File: src/hdl/bli_pkg.sv
// Shared types and constants for the breakpoint linear interpolator.
// No dependencies; the top level and the divider stage import it.
package bli_pkg;

	localparam int BP_W       = 23;
	localparam int IN_W       = 24;
	localparam int FRAC_W     = 17;
	localparam int SEG_W      = 3;
	localparam int MAX_POINTS = 4;
	localparam int IDX_W      = 2;
	localparam int CFG_IDX_W  = 2;

	localparam logic [CFG_IDX_W-1:0] REG_BP0 = 2'd0;
	localparam logic [CFG_IDX_W-1:0] REG_BP1 = 2'd1;
	localparam logic [CFG_IDX_W-1:0] REG_BP2 = 2'd2;
	localparam logic [CFG_IDX_W-1:0] REG_BP3 = 2'd3;

	localparam logic [BP_W-1:0] BP0_RESET = 23'd25600;
	localparam logic [BP_W-1:0] BP1_RESET = 23'd51200;
	localparam logic [BP_W-1:0] BP2_RESET = 23'd153600;
	localparam logic [BP_W-1:0] BP3_RESET = 23'd307200;

	typedef enum logic [1:0] {
		MODE_LOW,
		MODE_HIGH,
		MODE_FLAT,
		MODE_INTERP
	} mode_t;

	// Sideband that rides along the divider unchanged.
	typedef struct packed {
		mode_t                   mode;
		logic [SEG_W-1:0]        seg;
		logic signed [IN_W-1:0]  s_lo;
		logic signed [IN_W:0]    diff;
	} side_t;

endpackage

File: src/hdl/bli_div_stage.sv
// One restoring division step with its pipeline register.
// Depends on bli_pkg for widths and the sideband struct.
module bli_div_stage #(
	parameter int FRACTION_BITS = 16
) (
	input  logic                       clk,
	input  logic                       arst_n,
	input  logic                       en,
	input  logic                       cur_valid,
	input  logic [bli_pkg::BP_W-1:0]   cur_rem,
	input  logic [bli_pkg::BP_W-1:0]   cur_span,
	input  logic [FRACTION_BITS-1:0]   cur_quo,
	input  bli_pkg::side_t             cur_side,
	output logic                       nxt_valid,
	output logic [bli_pkg::BP_W-1:0]   nxt_rem,
	output logic [bli_pkg::BP_W-1:0]   nxt_span,
	output logic [FRACTION_BITS-1:0]   nxt_quo,
	output bli_pkg::side_t             nxt_side
);
	import bli_pkg::*;

	logic [BP_W:0]            trial;
	logic [BP_W:0]            sub;
	logic                     ge;
	logic [BP_W-1:0]          rem_d;
	logic                     valid_q;
	logic [BP_W-1:0]          rem_q;
	logic [BP_W-1:0]          span_q;
	logic [FRACTION_BITS-1:0] quo_q;
	side_t                    side_q;

	// remainder stays below span, so the doubled value fits in BP_W+1 bits
	assign trial = {cur_rem, 1'b0};
	assign sub   = trial - {1'b0, cur_span};
	assign ge    = trial >= {1'b0, cur_span};
	assign rem_d = ge ? sub[BP_W-1:0] : trial[BP_W-1:0];

	always_ff @(posedge clk or negedge arst_n) begin
		if (!arst_n) begin
			valid_q <= 1'b0;
		end else if (en) begin
			valid_q <= cur_valid;
		end
	end

	always_ff @(posedge clk) begin
		if (en) begin
			rem_q  <= rem_d;
			span_q <= cur_span;
			quo_q  <= {cur_quo[FRACTION_BITS-2:0], ge};
			side_q <= cur_side;
		end
	end

	assign nxt_valid = valid_q;
	assign nxt_rem   = rem_q;
	assign nxt_span  = span_q;
	assign nxt_quo   = quo_q;
	assign nxt_side  = side_q;

endmodule

File: src/hdl/breakpoint_linear_interpolator_unit.sv
// Top level of the breakpoint linear interpolator: segment search, span setup,
// pipelined restoring divider, multiply and final add. Uses bli_pkg, bli_div_stage.
//
//   channel | handshake            | payload
//   --------+----------------------+----------------------------------------
//   in      | in_valid / in_stall  | speed_in, stat_0 .. stat_3
//   out     | out_valid / out_stall| value_out, fraction_out, segment_out
//   cfg     | cfg_we (no wait)     | cfg_index, cfg_data
//
// One beat enters per cycle while the output is not stalled; a result passes stages 1 and 2,
// then the divider, which retires one quotient bit per stage, then stages 3 and 4.
// Reset clears every valid bit and loads the breakpoint defaults; payload is not reset.
// A stalled output beat freezes the whole pipeline and raises in_stall; nothing is
// dropped or repeated, and the pipeline resumes on the cycle the stall drops.
module breakpoint_linear_interpolator_unit #(
	parameter int NUM_POINTS    = 4,
	parameter int FRACTION_BITS = 16
) (
	input  logic                                 clk,
	input  logic                                 arst_n,
	input  logic                                 in_valid,
	output logic                                 in_stall,
	input  logic signed [bli_pkg::IN_W-1:0]      speed_in,
	input  logic signed [bli_pkg::IN_W-1:0]      stat_0,
	input  logic signed [bli_pkg::IN_W-1:0]      stat_1,
	input  logic signed [bli_pkg::IN_W-1:0]      stat_2,
	input  logic signed [bli_pkg::IN_W-1:0]      stat_3,
	output logic                                 out_valid,
	input  logic                                 out_stall,
	output logic signed [bli_pkg::IN_W-1:0]      value_out,
	output logic [bli_pkg::FRAC_W-1:0]           fraction_out,
	output logic [bli_pkg::SEG_W-1:0]            segment_out,
	input  logic                                 cfg_we,
	input  logic [bli_pkg::CFG_IDX_W-1:0]        cfg_index,
	input  logic [bli_pkg::BP_W-1:0]             cfg_data
);
	import bli_pkg::*;

	localparam int FB     = FRACTION_BITS;
	localparam int PROD_W = FB + IN_W + 2;
	localparam logic [SEG_W-1:0] SEG_TOP  = SEG_W'(NUM_POINTS);
	localparam logic [IDX_W-1:0] LAST_IDX = IDX_W'(NUM_POINTS - 1);
	localparam logic [FB:0]      FRAC_ONE = {1'b1, {FB{1'b0}}};

	// global advance: hold everything while the output beat is refused
	logic en;
	assign en       = !(out_valid && out_stall);
	assign in_stall = !en;

	// ---------------- breakpoint registers ----------------
	logic [BP_W-1:0] bp_q [0:MAX_POINTS-1];

	always_ff @(posedge clk or negedge arst_n) begin
		if (!arst_n) begin
			bp_q[0] <= BP0_RESET;
			bp_q[1] <= BP1_RESET;
			bp_q[2] <= BP2_RESET;
			bp_q[3] <= BP3_RESET;
		end else if (cfg_we) begin
			case (cfg_index)
				REG_BP0: bp_q[0] <= cfg_data;
				REG_BP1: bp_q[1] <= cfg_data;
				REG_BP2: bp_q[2] <= cfg_data;
				REG_BP3: bp_q[3] <= cfg_data;
				default: ;
			endcase
		end
	end

	// ---------------- stage 1: clamp and segment search ----------------
	logic [BP_W-1:0]        speed_c;
	logic [SEG_W-1:0]       seg_c;
	logic                   valid_s1;
	logic [BP_W-1:0]        speed_s1;
	logic [SEG_W-1:0]       seg_s1;
	logic signed [IN_W-1:0] stat_s1 [0:MAX_POINTS-1];

	// negative speed counts as zero
	assign speed_c = speed_in[IN_W-1] ? '0 : speed_in[BP_W-1:0];

	// first breakpoint strictly above the speed; scan from the top so the lowest wins
	always_comb begin
		seg_c = SEG_TOP;
		for (int i = NUM_POINTS - 1; i >= 0; i--) begin
			if (speed_c < bp_q[i]) begin
				seg_c = SEG_W'(i);
			end
		end
	end

	always_ff @(posedge clk or negedge arst_n) begin
		if (!arst_n) begin
			valid_s1 <= 1'b0;
		end else if (en) begin
			valid_s1 <= in_valid;
		end
	end

	always_ff @(posedge clk) begin
		if (en) begin
			speed_s1   <= speed_c;
			seg_s1     <= seg_c;
			stat_s1[0] <= stat_0;
			stat_s1[1] <= stat_1;
			stat_s1[2] <= stat_2;
			stat_s1[3] <= stat_3;
		end
	end

	// ---------------- stage 2: pick neighbors, form remainder and span ----------------
	logic [IDX_W-1:0]       idx_hi;
	logic [IDX_W-1:0]       idx_lo;
	logic [BP_W-1:0]        bp_lo;
	logic [BP_W-1:0]        bp_hi;
	side_t                  side_c;
	logic [BP_W-1:0]        rem_c;
	logic [BP_W-1:0]        span_c;
	logic                   valid_s2;
	logic [BP_W-1:0]        rem_s2;
	logic [BP_W-1:0]        span_s2;
	side_t                  side_s2;

	assign idx_hi = seg_s1[IDX_W-1:0];
	assign idx_lo = IDX_W'(seg_s1 - SEG_W'(1));
	assign bp_lo  = bp_q[idx_lo];
	assign bp_hi  = bp_q[idx_hi];

	always_comb begin
		side_c.seg  = seg_s1;
		side_c.diff = '0;
		rem_c       = '0;
		span_c      = BP_W'(1);
		if (seg_s1 == '0) begin
			side_c.mode = MODE_LOW;
			side_c.s_lo = stat_s1[0];
		end else if (seg_s1 == SEG_TOP) begin
			side_c.mode = MODE_HIGH;
			side_c.s_lo = stat_s1[LAST_IDX];
		end else if (bp_hi <= bp_lo) begin
			// empty or inverted span: hold the lower stat
			side_c.mode = MODE_FLAT;
			side_c.s_lo = stat_s1[idx_lo];
		end else begin
			side_c.mode = MODE_INTERP;
			side_c.s_lo = stat_s1[idx_lo];
			side_c.diff = {stat_s1[idx_hi][IN_W-1], stat_s1[idx_hi]}
				- {stat_s1[idx_lo][IN_W-1], stat_s1[idx_lo]};
			rem_c       = speed_s1 - bp_lo;
			span_c      = bp_hi - bp_lo;
		end
	end

	always_ff @(posedge clk or negedge arst_n) begin
		if (!arst_n) begin
			valid_s2 <= 1'b0;
		end else if (en) begin
			valid_s2 <= valid_s1;
		end
	end

	always_ff @(posedge clk) begin
		if (en) begin
			rem_s2  <= rem_c;
			span_s2 <= span_c;
			side_s2 <= side_c;
		end
	end

	// ---------------- divider: one quotient bit per stage ----------------
	logic            dv_valid [0:FB];
	logic [BP_W-1:0] dv_rem   [0:FB];
	logic [BP_W-1:0] dv_span  [0:FB];
	logic [FB-1:0]   dv_quo   [0:FB];
	side_t           dv_side  [0:FB];

	assign dv_valid[0] = valid_s2;
	assign dv_rem[0]   = rem_s2;
	assign dv_span[0]  = span_s2;
	assign dv_quo[0]   = '0;
	assign dv_side[0]  = side_s2;

	for (genvar k = 0; k < FB; k++) begin : g_div
		bli_div_stage #(
			.FRACTION_BITS(FB)
		) u_step (
			.clk      (clk),
			.arst_n   (arst_n),
			.en       (en),
			.cur_valid(dv_valid[k]),
			.cur_rem  (dv_rem[k]),
			.cur_span (dv_span[k]),
			.cur_quo  (dv_quo[k]),
			.cur_side (dv_side[k]),
			.nxt_valid(dv_valid[k+1]),
			.nxt_rem  (dv_rem[k+1]),
			.nxt_span (dv_span[k+1]),
			.nxt_quo  (dv_quo[k+1]),
			.nxt_side (dv_side[k+1])
		);
	end

	// ---------------- stage 3: fraction times stat difference ----------------
	logic                     valid_s3;
	logic signed [PROD_W-1:0] product_s3;
	logic [FB-1:0]            quo_s3;
	side_t                    side_s3;

	always_ff @(posedge clk or negedge arst_n) begin
		if (!arst_n) begin
			valid_s3 <= 1'b0;
		end else if (en) begin
			valid_s3 <= dv_valid[FB];
		end
	end

	// sign-extend both operands to the full product width before multiplying
	always_ff @(posedge clk) begin
		if (en) begin
			product_s3 <= PROD_W'($signed({1'b0, dv_quo[FB]})) * PROD_W'(dv_side[FB].diff);
			quo_s3     <= dv_quo[FB];
			side_s3    <= dv_side[FB];
		end
	end

	// ---------------- stage 4: floor shift, add, output register ----------------
	logic signed [PROD_W-1:0] shifted;
	logic signed [IN_W-1:0]   value_c;
	logic [FB:0]              frac_c;
	logic                     valid_s4;
	logic signed [IN_W-1:0]   value_s4;
	logic [FRAC_W-1:0]        frac_s4;
	logic [SEG_W-1:0]         seg_s4;

	// arithmetic shift rounds toward minus infinity
	assign shifted = product_s3 >>> FB;

	always_comb begin
		case (side_s3.mode)
			MODE_INTERP: begin
				value_c = side_s3.s_lo + shifted[IN_W-1:0];
				frac_c  = {1'b0, quo_s3};
			end
			MODE_HIGH: begin
				value_c = side_s3.s_lo;
				frac_c  = FRAC_ONE;
			end
			default: begin
				value_c = side_s3.s_lo;
				frac_c  = '0;
			end
		endcase
	end

	always_ff @(posedge clk or negedge arst_n) begin
		if (!arst_n) begin
			valid_s4 <= 1'b0;
		end else if (en) begin
			valid_s4 <= valid_s3;
		end
	end

	always_ff @(posedge clk) begin
		if (en) begin
			value_s4 <= value_c;
			frac_s4  <= FRAC_W'(frac_c);
			seg_s4   <= side_s3.seg;
		end
	end

	assign out_valid    = valid_s4;
	assign value_out    = value_s4;
	assign fraction_out = frac_s4;
	assign segment_out  = seg_s4;

	// ---------------- assertions ----------------
	// a refused output beat must back-pressure the input
	a_stall_backpressure: assert property (@(posedge clk) disable iff (!arst_n)
		out_valid && out_stall |-> in_stall)
		else $error("output refused but input not stalled");

	// the divider remainder never reaches the span
	a_div_rem: assert property (@(posedge clk) disable iff (!arst_n)
		dv_valid[FB] |-> dv_rem[FB] < dv_span[FB])
		else $error("divider remainder out of range");

	// below the first breakpoint the fraction is zero
	a_low_frac: assert property (@(posedge clk) disable iff (!arst_n)
		out_valid && segment_out == '0 |-> fraction_out == '0)
		else $error("nonzero fraction below first breakpoint");

	// segment never exceeds the point count
	a_seg_range: assert property (@(posedge clk) disable iff (!arst_n)
		out_valid |-> segment_out <= SEG_TOP)
		else $error("segment index out of range");

	// a beat entering the last pipeline stage shows up on the output next cycle
	a_out_follow: assert property (@(posedge clk) disable iff (!arst_n)
		en && valid_s3 |=> out_valid)
		else $error("result lost at output stage");

endmodule
File: config.mk
export PLATFORM = sky130hd
export DESIGN_NAME = breakpoint_linear_interpolator_unit
export DESIGN_NICKNAME = d
export VERILOG_FILES = /design/src/hdl/bli_pkg.sv /design/src/hdl/bli_div_stage.sv /design/src/hdl/breakpoint_linear_interpolator_unit.sv
export SDC_FILE = /design/constraint.sdc
export NUM_CORES = 2
export LEC_CHECK = 0
export BUFFER_PORTS_ARGS = -buffer_cell sky130_fd_sc_hd__buf_2
export CAP_MARGIN = 20
export CORE_MARGIN = 8
export CORE_UTILIZATION = 45
export CTS_CLUSTER_SIZE = 40
export DETAILED_ROUTE_END_ITERATION = 7
export PLACE_DENSITY = 0.57
export SYNTH_ARGS = -nofsm -noshare
export SYNTH_HDL_FRONTEND = slang
export SYNTH_SLANG_ARGS = --single-unit
export TNS_END_PERCENT = 10
File: constraint.sdc
create_clock -name clk -period 116.8 [get_ports clk]
set_input_delay 23.36 -clock clk [delete_from_list [all_inputs] [get_ports clk]]
set_output_delay 23.36 -clock clk [all_outputs]
set_load 0.05 [all_outputs]
After elaboration in Yosys (flattened, before gate mapping)
Memory sizes are Yosys's and may differ from the RTL's.
Cells that the tools add are included.
{"block": "totals", "wordCells": 264, "ff_bits": 2057, "ramBits": 96, "out_inout_bits": 46, "n_memories": 1, "input_bits": 150}
{"memory": "stat_s1", "words": 4, "width": 24, "read_ports": 4, "rd_ports_with_merged_regs": 0, "wr": 4, "line": "breakpoint_linear_interpolator_unit.sv:76", "source": "logic signed [IN_W-1:0] stat_s1 [0:MAX_POINTS-1];"}
{"block": "classes", "mul": 1, "eq_ne": 6, "magnitude_cmp": 23, "bitwise_logic": 2, "addsub": 20, "n_reduce_logical": 11, "muxes": 32}
{"cell": "23-bit two-way mux", "count": 20}
{"cell": "23-bit subtractor", "count": 17}
{"cell": "24-bit by 23-bit >= comparator with 1-bit output", "count": 16}
{"cell": "23-bit binary-select mux with 2-bit select", "count": 2}
{"cell": "23-bit < comparator", "count": 4}
{"cell": "24-bit two-way mux", "count": 3}
{"cell": "17-bit by 25-bit multiplier with 40-bit output", "count": 1}
{"cell": "17-bit case mux with 2 select lines", "count": 1}
{"cell": "24-bit by 24-bit subtractor with 25-bit output", "count": 1}
{"cell": "24-bit adder", "count": 1}
{"cell": "23-bit less-or-equal comparator", "count": 1}
{"cell": "2-bit AND reduction", "count": 4}
{"cell": "2-bit equality test, second input constant", "count": 3}
{"cell": "3-bit >= comparator, second input constant", "count": 2}
{"cell": "2-bit inverter with 3-bit output", "count": 2}
{"cell": "3-bit OR reduction", "count": 2}
{"cell": "2-bit by 1-bit equality test with 1-bit output, second input constant", "count": 2}
{"cell": "1-bit two-way mux", "count": 4}
{"cell": "2-bit OR reduction", "count": 2}
{"cell": "3-bit equality test, second input constant", "count": 1}
{"cell": "3-bit logical NOT", "count": 1}
{"cell": "3-bit two-way mux", "count": 1}
{"cell": "2-bit logical NOT", "count": 1}
{"cell": "2-bit two-way mux", "count": 1}
{"cell": "other kinds (2)", "count": 2}

Depth between registers and ports, before layout
{"block": "logic_depth", "depth_word": 8, "depth_mapped": 25}

Cells and area by module
A second synthesis with hierarchy kept.
{"block": "hier_totals", "cells_unflattened": 8947, "hier_area_um2": 120849.7}
{"mod": "bli_div_stage", "area_per_inst_um2": 5237.5, "cells_per_inst": 350, "n_inst": 16}
{"mod": "breakpoint_linear_interpolator_unit", "area_per_inst_um2": 37049.3, "cells_per_inst": 3347, "n_inst": 1}

Worst setup path before layout
No wires, ideal clock.
{"block": "synth_path", "path_type": "input to output", "from": "in out_stall", "to": "out in_stall", "n_path_buf": 1, "t_required_ns": 93.440, "cell_stages": 3, "setup_slack_ns": -1.548, "arrival_ns": 94.988, "path_cell_list": "nand2_1 -> buf_1 -> inv_1"}
{"block": "synth_via", "elab_chain_len": 1}
{"item": "start, declared", "line": "breakpoint_linear_interpolator_unit.sv:29", "source": "input logic out_stall,"}
{"item": "1-bit logical AND", "line": "breakpoint_linear_interpolator_unit.sv:47", "source": "assign en = !(out_valid && out_stall);"}
{"item": "end, declared", "line": "breakpoint_linear_interpolator_unit.sv:22", "source": "output logic in_stall,"}
No other way between the ends.

Worst setup path after layout
Ends and elaborated chain as after synthesis.

==> impl_metrics.yaml <==
clocking:
  cts.reportedPaths.clkPinSlew_ns: 0.06
  cts_tree: "done"
  clk_latency_ns: 0.89
  cts.path.max_buffers: 3
  hold_buffers: 0
  postCtsSetupBuffers: 0
  root_buffer: "clkbuf_16"
  ctsResizeCount: 0
  cts_made_buffers: 222
  cts_sinks: 2137
  h-tree-depth: 4
worst_setup_path:
  crit_path_start_kind: "input pin"
  cp.arrival_ns: 24.02
  worstPathCellList: "buf_2, nand2_4, inv_1, buf_2"
  cp_max_fo: 9
  slowest_delay_ns: 0.26
  critPathRequiredTime_ns: 93.44
  critical_path.most_common_cell: "buf_2"
  critPathSlowestCell: "buf_2"
  crit_type: "input pin to output pin"
  cp-end-kind: "output pin"
status:
  status: "complete, no violations"
sta:
  fin_crit_sh_pct: 40.6
  rsz0062_at_grt: "false"
  finalSetupTns_ns: 0
  maxSlewHeadroom_pct: 19.7
  setup_viol: 0
  fin_crit_ns: 47.38
  tightest_slew_ns: 1.20
  drv_slew: 0
  finalHoldViolations: 0
  max_freq_mhz: 21.1
  fin_skew_ns: 0.0941
detailed_routing:
  first_pass_iters: 5
  drc: 0
  drtAntennaViolNets: 0
  vias_per_cell: 5.21
  num_vias: 62200
  routedWlPerCell_um: 18.6
  routed_wl_um: 223000
  drt_iter0_drc: 3642
synth:
  synth_top_family_by_area: "adder cells"
  synth_area_leader_cell: "edfxtp_1"
  synth-compound-area-share_pct: 7.74
  async_flop_share_pct: 5.24
  synthXorXnorAreaFrac_pct: 2.85
  yosysUniqueCellTypes: 87
  synth_top_area_share_pct: 55.5
  syn_nets: 9429
  synth-seq-cells: 2137
  netlist_area_um2: 110000
  yosys.area_share.adder_pct: 14.6
  synth-edff-count: 2025
  synth_ff_type: "edfxtp_1"
  synthSimpleGateAreaFrac_pct: 7.57
  synthMuxAreaShare_pct: 4.80
  yosysSeqAreaShare_pct: 58.1
  synthTopCellsByArea: "edfxtp_1 56%, ha_1 7.4%, fa_1 7.2%, inv_1 3.7%, dfrtp_1 2.2%"
  synth_cells: 8238
  avgSynthCellArea_um2: 13.3
  yosysWarnings: 0
global_routing:
  grt_pass1_wl_um: 353000
  antenna_found_initial: 12
  grt_usage_pct: 17.0
  grt_max_degree: 198
  grt_pass1_vias: 64700
  grt_overflow_total: 0
floorplan:
  fp.coreArea_um2: 243000
  ios: 196
  std_cell_rows: 181
  dieArea_um2: 259000
  initial_core_util_pct: 45.1
  die_h_um: 509
  die_w_um: 509
cells_and_area:
  mostFrequentLayoutCells: "2025 x edfxtp_1, 1084 x inv_1, 644 x ha_1, 615 x nand2_1, 396 x fa_1"
  fin_nets: 9735
  nFillCells: 20700
  layout_commonest_cell: "edfxtp_1"
  drive_above_1_share_pct: 11.1
  area_growth_syn_to_layout_pct: 11.3
flow_run:
  maxCapViolCount: 0
place:
  io_buffers: 195
  place.gp.congestion: 0.871
  dpl.hpwl_um: 163000
hold_path:
  min_path_type: "flip-flop to flip-flop"
-- final cells by class --
type	instances	area, µm²	area share [%]
Antenna cell	7	17.5	0.0144
Clock buffer	273	5770	4.73
Clock inverter	138	1630	1.33
Inverter	1084	4070	3.34
Multi-Input combinational cell	4840	41200	33.8
Sequential cell	2137	63600	52.2
Tap cell	3202	4010	3.29
Timing Repair Buffer	259	1560	1.28
-- cell usage after synthesis (all sizes together), types with 171 or more instances --
master and n:
o21ai 380, a21o 171, mux2 234, a21oi 342, inv 1084, fa 396, and2 181, nor2 336
nand2 616, ha 645, xnor2 214, edfxtp 2025
-- metal layers --
layer | vias up | track usage [%] | wire length, µm | share of wire (%)
li1 | 30000 | - | - | -
met1 | 30500 | 21.4 | 94600 | 42
met2 | 1305 | 29.6 | 109000 | 49
met3 | 449 | 2.73 | 9500 | 4.3
met4 | 10 | 6.83 | 8990 | 4.0
met5 | - | 0 | 57 | 0.026
-- registers in the layout, summed over array words and instances, names as in the netlist, 3 cells and up --
name / flops
bp_q: 92
dv_side: 54
fraction_out: 17
g_div.u_step.nxt_quo: 136
g_div.u_step.nxt_rem: 345
g_div.u_step.nxt_side: 864
g_div.u_step.nxt_span: 345
g_div.u_step.nxt_valid: 16
product_s3: 24
quo_s3: 16
rem_s2: 23
seg_s1: 3
segment_out: 3
side_s3: 29
span_s2: 23
speed_s1: 23
stat_s1: 96
value_out: 24
-- critical path: cells and delay by family --
kind                   cells  cell delay (ns)
buffers and inverters      3             0.47
AND/OR/NAND/NOR            1             0.17
-- path summary, 6_finish.rpt --
kind | from | end | slack, ns | cells past startpoint
hold / removal | g_div[14].u_step.nxt_side[50] | g_div[15].u_step.nxt_side[50] | 0.36 | 0
setup reg to reg | g_div[15].u_step.nxt_side[10] | product_s3[38] | 109.03 | 21
hold reg to reg | g_div[14].u_step.nxt_side[50] | g_div[15].u_step.nxt_side[50] | 0.36 | 0
setup / recovery | out_stall | in_stall | 69.42 | 4
min in group asynchronous | arst_n | bp_q[73] | 22.44 | 1
max in group asynchronous | arst_n | bp_q[18] | 93.24 | 3
-- logic make-up (layout without fill, tap and decap cells) --
group	count (synthesis)	in the layout
DFF	2137	2137
and+or+nand+nor	1725	1725
AOI/OAI and AO/OA	1345	1345
buffers and inverters	1261	1754
adders and majority gates	1041	1041
muxes	372	372
xor gates and xnor gates	357	357
other	0	7
-- stage by stage --
stage / hold slack (ns) / utilization [%] / area [µm²] / cells / worst slack (ns)
final: 0.360 / 50.2 / 122000 / 11900 / 69.42
after global placement: 0.400 / 47.2 / 114000 / 11500 / 69.39
after floorplan: 0.400 / - / 110000 / 8238 / 7.27
after detailed placement: 0.405 / 47.2 / 114000 / 11500 / 69.37
after global routing: 0.376 / 50.2 / 122000 / 11900 / 69.38
after CTS: 0.346 / 50.2 / 122000 / 11900 / 69.37
Power is left out: the tool's default activity adds up to more than one toggle a clock period on the data nets, which glitch-free logic cannot reach.
